`config.mk`:
```
export PLATFORM = sky130hd
export DESIGN_NAME = prvt_regs
export DESIGN_NICKNAME = d
export VERILOG_FILES = /design/src/hdl/prvt_pkg.sv /design/src/hdl/prvt_regs.sv
export SDC_FILE = /design/constraint.sdc
export NUM_CORES = 1
export LEC_CHECK = 0
export BUFFER_PORTS_ARGS = -buffer_cell sky130_fd_sc_hd__buf_2
export CAP_MARGIN = 5
export CORE_MARGIN = 4
export CORE_UTILIZATION = 54
export DETAILED_ROUTE_END_ITERATION = 8
export PLACE_DENSITY_LB_ADDON = 0.05
export SLEW_MARGIN = 20
export SYNTH_ARGS = -nofsm -noshare
export SYNTH_HDL_FRONTEND = slang
export SYNTH_SLANG_ARGS = --single-unit
```
`constraint.sdc`:
```
create_clock -name clk -period 2.75 [get_ports clk]
set_clock_uncertainty 0.15 [all_clocks]
set_input_delay 0.1375 -clock clk [delete_from_list [all_inputs] [get_ports clk]]
set_output_delay 0.1375 -clock clk [all_outputs]
set_load 0.1 [all_outputs]
```
`src/hdl/prvt_pkg.sv`:
```
package prvt_pkg;

	// Field and register widths
	localparam int COORD_WIDTH    = 16;
	localparam int TRIG_FRAC_BITS = 14;
	localparam int TRIG_W         = 16;
	localparam int PIVOT_W        = 16;
	localparam int ZOOM_W         = 16;
	localparam int PIX_W          = 16;
	localparam int DEPTH_W        = 16;
	localparam int COLOUR_W       = 32;
	localparam int CFG_DATA_W     = 48;
	localparam int CFG_IDX_W      = 3;

	// Datapath widths, all exact
	localparam int F      = TRIG_FRAC_BITS;
	localparam int D_W    = ((COORD_WIDTH > PIVOT_W) ? COORD_WIDTH : PIVOT_W) + 1;
	localparam int S0_W   = D_W + F;
	localparam int R1_W   = S0_W + TRIG_W + 1 - F;
	localparam int A2_W   = (S0_W > R1_W) ? S0_W : R1_W;
	localparam int R2_W   = A2_W + TRIG_W + 1 - F;
	localparam int A3_W   = (R2_W > R1_W) ? R2_W : R1_W;
	localparam int R3_W   = A3_W + TRIG_W + 1 - F;
	localparam int K_W    = PIVOT_W + F;
	localparam int XP_W   = ((R3_W > K_W) ? R3_W : K_W) + 1;
	localparam int XO_W   = ((XP_W > K_W) ? XP_W : K_W) + 1;
	localparam int ZP_W   = ((R2_W > K_W) ? R2_W : K_W) + 1;
	localparam int ZO_W   = ((ZP_W > K_W) ? ZP_W : K_W) + 1;
	localparam int M_W    = XO_W + ZOOM_W + 1;
	localparam int HI_W   = M_W - F - 8;
	localparam int Q_W    = ZO_W - F;

	// Stream payload widths
	localparam int IN_W   = 3 * COORD_WIDTH + COLOUR_W;
	localparam int IN_TW  = ((IN_W + 7) / 8) * 8;
	localparam int OUT_W  = 2 * PIX_W + DEPTH_W + COLOUR_W;
	localparam int OUT_TW = ((OUT_W + 7) / 8) * 8;

	// Register indexes
	localparam logic [CFG_IDX_W-1:0] REG_TRIG_X    = 3'd0;
	localparam logic [CFG_IDX_W-1:0] REG_TRIG_Y    = 3'd1;
	localparam logic [CFG_IDX_W-1:0] REG_TRIG_Z    = 3'd2;
	localparam logic [CFG_IDX_W-1:0] REG_PIVOT     = 3'd3;
	localparam logic [CFG_IDX_W-1:0] REG_SCR_OFF   = 3'd4;
	localparam logic [CFG_IDX_W-1:0] REG_DEPTH_OFF = 3'd5;
	localparam logic [CFG_IDX_W-1:0] REG_ZOOM      = 3'd6;
	localparam logic [CFG_IDX_W-1:0] REG_WINDOW    = 3'd7;

	// Reset values
	localparam logic [31:0] TRIG_RST   = 32'h4000_0000;
	localparam logic [15:0] ZOOM_RST   = 16'd256;
	localparam logic [31:0] WINDOW_RST = 32'd70780800;

	typedef struct packed {
		logic [31:0] trig_x;
		logic [31:0] trig_y;
		logic [31:0] trig_z;
		logic [47:0] pivot;
		logic [31:0] scr_off;
		logic [15:0] depth_off;
		logic [15:0] zoom;
		logic [31:0] window;
	} cfg_t;

endpackage

```
`src/hdl/prvt_regs.sv`:
```
module prvt_regs (
	input  logic                            clk,
	input  logic                            arst_n,
	input  logic                            cfg_valid,
	output logic                            cfg_ready,
	input  logic [prvt_pkg::CFG_IDX_W-1:0]  cfg_index,
	input  logic [prvt_pkg::CFG_DATA_W-1:0] cfg_data,
	output prvt_pkg::cfg_t                  cfg
);
	import prvt_pkg::*;

	cfg_t cfg_q;

	assign cfg_ready = 1'b1;
	assign cfg       = cfg_q;

	always_ff @(posedge clk or negedge arst_n) begin
		if (!arst_n) begin
			cfg_q.trig_x    <= TRIG_RST;
			cfg_q.trig_y    <= TRIG_RST;
			cfg_q.trig_z    <= TRIG_RST;
			cfg_q.pivot     <= '0;
			cfg_q.scr_off   <= '0;
			cfg_q.depth_off <= '0;
			cfg_q.zoom      <= ZOOM_RST;
			cfg_q.window    <= WINDOW_RST;
		end else if (cfg_valid) begin
			case (cfg_index)
				REG_TRIG_X:    cfg_q.trig_x    <= cfg_data[31:0];
				REG_TRIG_Y:    cfg_q.trig_y    <= cfg_data[31:0];
				REG_TRIG_Z:    cfg_q.trig_z    <= cfg_data[31:0];
				REG_PIVOT:     cfg_q.pivot     <= cfg_data[47:0];
				REG_SCR_OFF:   cfg_q.scr_off   <= cfg_data[31:0];
				REG_DEPTH_OFF: cfg_q.depth_off <= cfg_data[15:0];
				REG_ZOOM:      cfg_q.zoom      <= cfg_data[15:0];
				REG_WINDOW:    cfg_q.window    <= cfg_data[31:0];
				default:       cfg_q           <= cfg_q;
			endcase
		end
	end

endmodule

```
==> results list <==
- Capture point of the worst reg-to-reg path: cfg[79]
- After Yosys synthesis, full adders, half adders and majority gates account for 0% of the synthesized area.
- The die covers 0.01898 mm^2.
* Top Family by Delay on Critical Path: flip-flops
* Critical path depth: 1
* Register bit count reported by yosys: 240
- Slack of the worst reg-to-reg path: 1.80 ns
- Launching element type of the critical path: flop
* Post-synthesis area per instance: 17.53 um^2
* Cell type of the slowest stage on the worst timing path: sky130_fd_sc_hd__dfstp_2
- At the end of routability-driven placement, the weighted congestion stood at 0.8163.
- The detail route stage leaves a number of antenna-violating nets equal to 0.
- Number of unique standard cell types used by synthesis: 13
- Summed over all layers, the global routing overflow is 0.
* Number of placed I/O pins: 295
* Largest family of logic cells by synthesized area: multiplexers
- In this run, placement finished with an instance count of 1,015.
* Required arrival time at the worst endpoint: 2.46 ns
- Count of mapped cells out of synthesis: 519
* Total count of max-transition violations in the final report: 0
- Register area share after synthesis: 66.19%
- Timing would allow up to 569.5 MHz.
- Final Cycle Share: 63.85%
- Half-perimeter wire length after detailed placement: 15,540 um
- For this run, the total global-route usage over all layers was measured as 23.31%.
- Count of yosys warnings during synthesis: 0
* Cells along the critical path: buf_2
- After clock tree synthesis, the clock-pin slew on the worst setup and hold paths is 0.06 ns.
* Number of buffers created by CTS: 25
- Total of fill cells in the finished design: 1,112
- Entering global routing, the biggest net connects 86 pins.
- Port Buffers: 293
- The tightest min-delay check is of the in2async type.
- Starting Density: 55.05%
* Core region area: 0.01652 mm^2
* Max FFs per register: 240
* Leading cell types in the layout, fill and taps excluded: 292 x sky130_fd_sc_hd__buf_2, 228 x sky130_fd_sc_hd__dfrtp_1, 216 x sky130_fd_sc_hd__mux2_2, 49 x sky130_fd_sc_hd__dlygate4sd3_1, 25 x sky130_fd_sc_hd__clkbuf_16
- The post-route netlist has 65.39% of its cells at a drive strength greater than 1.
- Final nets: 925
* Width of the die: 137.8 um
* Utilization after layout: 73.39%
- Measured against its own limit, the worst slew margin works out to 30.33%.
- The number of antenna violations at the first check in global routing was 0.
- CTS placed an instance of sky130_fd_sc_hd__clkbuf_16 at the clock tree root.
* CTS sink cnt: 240
- Summing the areas of all xor and xnor instances in the mapped netlist gives 0% of the synthesized area.
- Number of H-tree levels: 1
* Buf/Inv on CP: 1
- Number of global-route vias before repair: 6,020
- After detailed routing, the number of vias per cell comes to 5.134.
* Most common library cell in the layout ignoring fill and taps: sky130_fd_sc_hd__buf_2
- After the first detailed-routing iteration, the DRC count stood at 191.
- Setup Total Neg Slack: 0 ns
- 0 antenna diodes ended up in the layout.
* Number of failing setup endpoints in the final timing report: 0
- The critical path is of the reg2out type.
* Launch point of the worst reg-to-reg path: cfg[79]
- Synthesis produced a netlist with a net count of 573.
- Routed WL per cell: 20.31 um
- In this run the vertical extent of the chip is 137.8 um.
* Simple-gate share of the synthesized area: 1.252%
- Unrepaired setup endpoints after global routing: false
- Max-cap violations in this run came to 0.
- First-pass GRT wire length: 33,930 um
* Site row count: 47
* Clock tree from TritonCTS: built
* Top fanout value on the critical path: 2
- The synthesized netlist occupies a cell area of 0.009096 mm^2.
- Setup crit end kind: output port
- Critical path launch point: cfg[40]
- Result of the run: finished, final reports clean
* Vias after detailed routing: 5,699
- For this block, the routed nets add up to 22,540 um of wire.
- Slowest cell delay on critical path: 0.53 ns
- Share of cell area taken by muxes after synthesis: 29.71%
- The clock reaches the later pin of the worst-skew pair after 0.51 ns.
- The synthesized netlist devotes 0% of its cell area to compound gates.
- Number of iterations in the first detailed-routing pass: 4
* Last element of the critical path: cfg[40]
* Number of cells on the worst reg-to-reg path: 1
- For this run, design rule violations remaining after detail routing come to 0.
* Transition time at the pin with the least slew margin: 1.045 ns
- Final cell count without fillers: 1,110
* Worst-case clock buffer depth: 3
* Area overhead of the layout relative to synthesis: 33.33%
* Post-layout minimum cycle time: 1.756 ns
* Endpoints failing hold: 0
- For the worst setup path, the data arrival time is 1.47 ns.
==> Yosys cell counts <==
cell,n,area (um^2)
sky130_fd_sc_hd__buf_2,9,45.04
sky130_fd_sc_hd__buf_4,7,52.55
sky130_fd_sc_hd__buf_6,14,157.7
sky130_fd_sc_hd__conb_1,1,3.750
sky130_fd_sc_hd__dfrtp_1,228,5705
sky130_fd_sc_hd__dfstp_2,12,315.3
sky130_fd_sc_hd__mux2_1,24,270.3
sky130_fd_sc_hd__mux2_2,216,2432
sky130_fd_sc_hd__nand4_1,1,6.260
sky130_fd_sc_hd__nand4b_2,2,30.03
sky130_fd_sc_hd__nand4b_4,1,23.77
sky130_fd_sc_hd__nor4b_4,1,23.77
sky130_fd_sc_hd__nor4bb_1,3,30.03
==> worst min-delay path by stage <==
stage,to,from,cells after the start
after floorplan,cfg[0],arst_n,0
after global placement,cfg[136],arst_n,1
after detailed placement,cfg[137],arst_n,1
after CTS,cfg[12],arst_n,2
after global routing,cfg[137],arst_n,2
final,cfg[137],arst_n,2
==> final cells by class <==
cell class | instances | area (um^2) | area share [%]
Clock buffer | 32 | 671.9 | 5.540
Clock inverter | 14 | 205.2 | 1.692
Multi-Input combinational cell | 249 | 2865 | 23.63
Sequential cell | 240 | 6021 | 49.64
Tap cell | 220 | 275.3 | 2.270
Timing Repair Buffer | 355 | 2090 | 17.23
==> kinds of logic after synthesis <==
family / count (synthesis)
mux: 240
flops: 240
buf+inv: 30
simple gates: 8
other cells: 1
==> per-layer routing <==
metal / share of wire (%) / GRT usage, % / routed length, um / vias to the layer above
met1: 38 / 28.49 / 8633 / 2910
met2: 51 / 40.24 / 11450 / 199
met5: 0 / 0 / 0 / -
met3: 7.6 / 6.282 / 1707 / 48
li1: - / - / - / 2542
met4: 3.3 / 7.794 / 754 / 0
==> through the flow <==
stage / cell area, um^2 / setup slack (ns) / hold WS [ns]
CTS: 12130 / 0.9739 / 0.09952
floorplan: 9096 / 1.251 / -0.3081
global route: 12130 / 0.9518 / 0.1465
detailed placement: 10760 / 0.5847 / 0.02884
finish: 12130 / 0.9941 / 0.08409
global placement: 10760 / 0.6954 / 0.02040
==> what timing repair did <==
| action | CTS | global route |
|---|---|---|
| hold buffers | 49 | 0 |
| gates resized for setup | 0 | 0 |
| setup buffers | 0 | 0 |
| endpoints found under the hold margin | 364 | 0 |
Power is not shown: default switching activity piles up to over one toggle a cycle in this logic, so the estimate is an artifact.
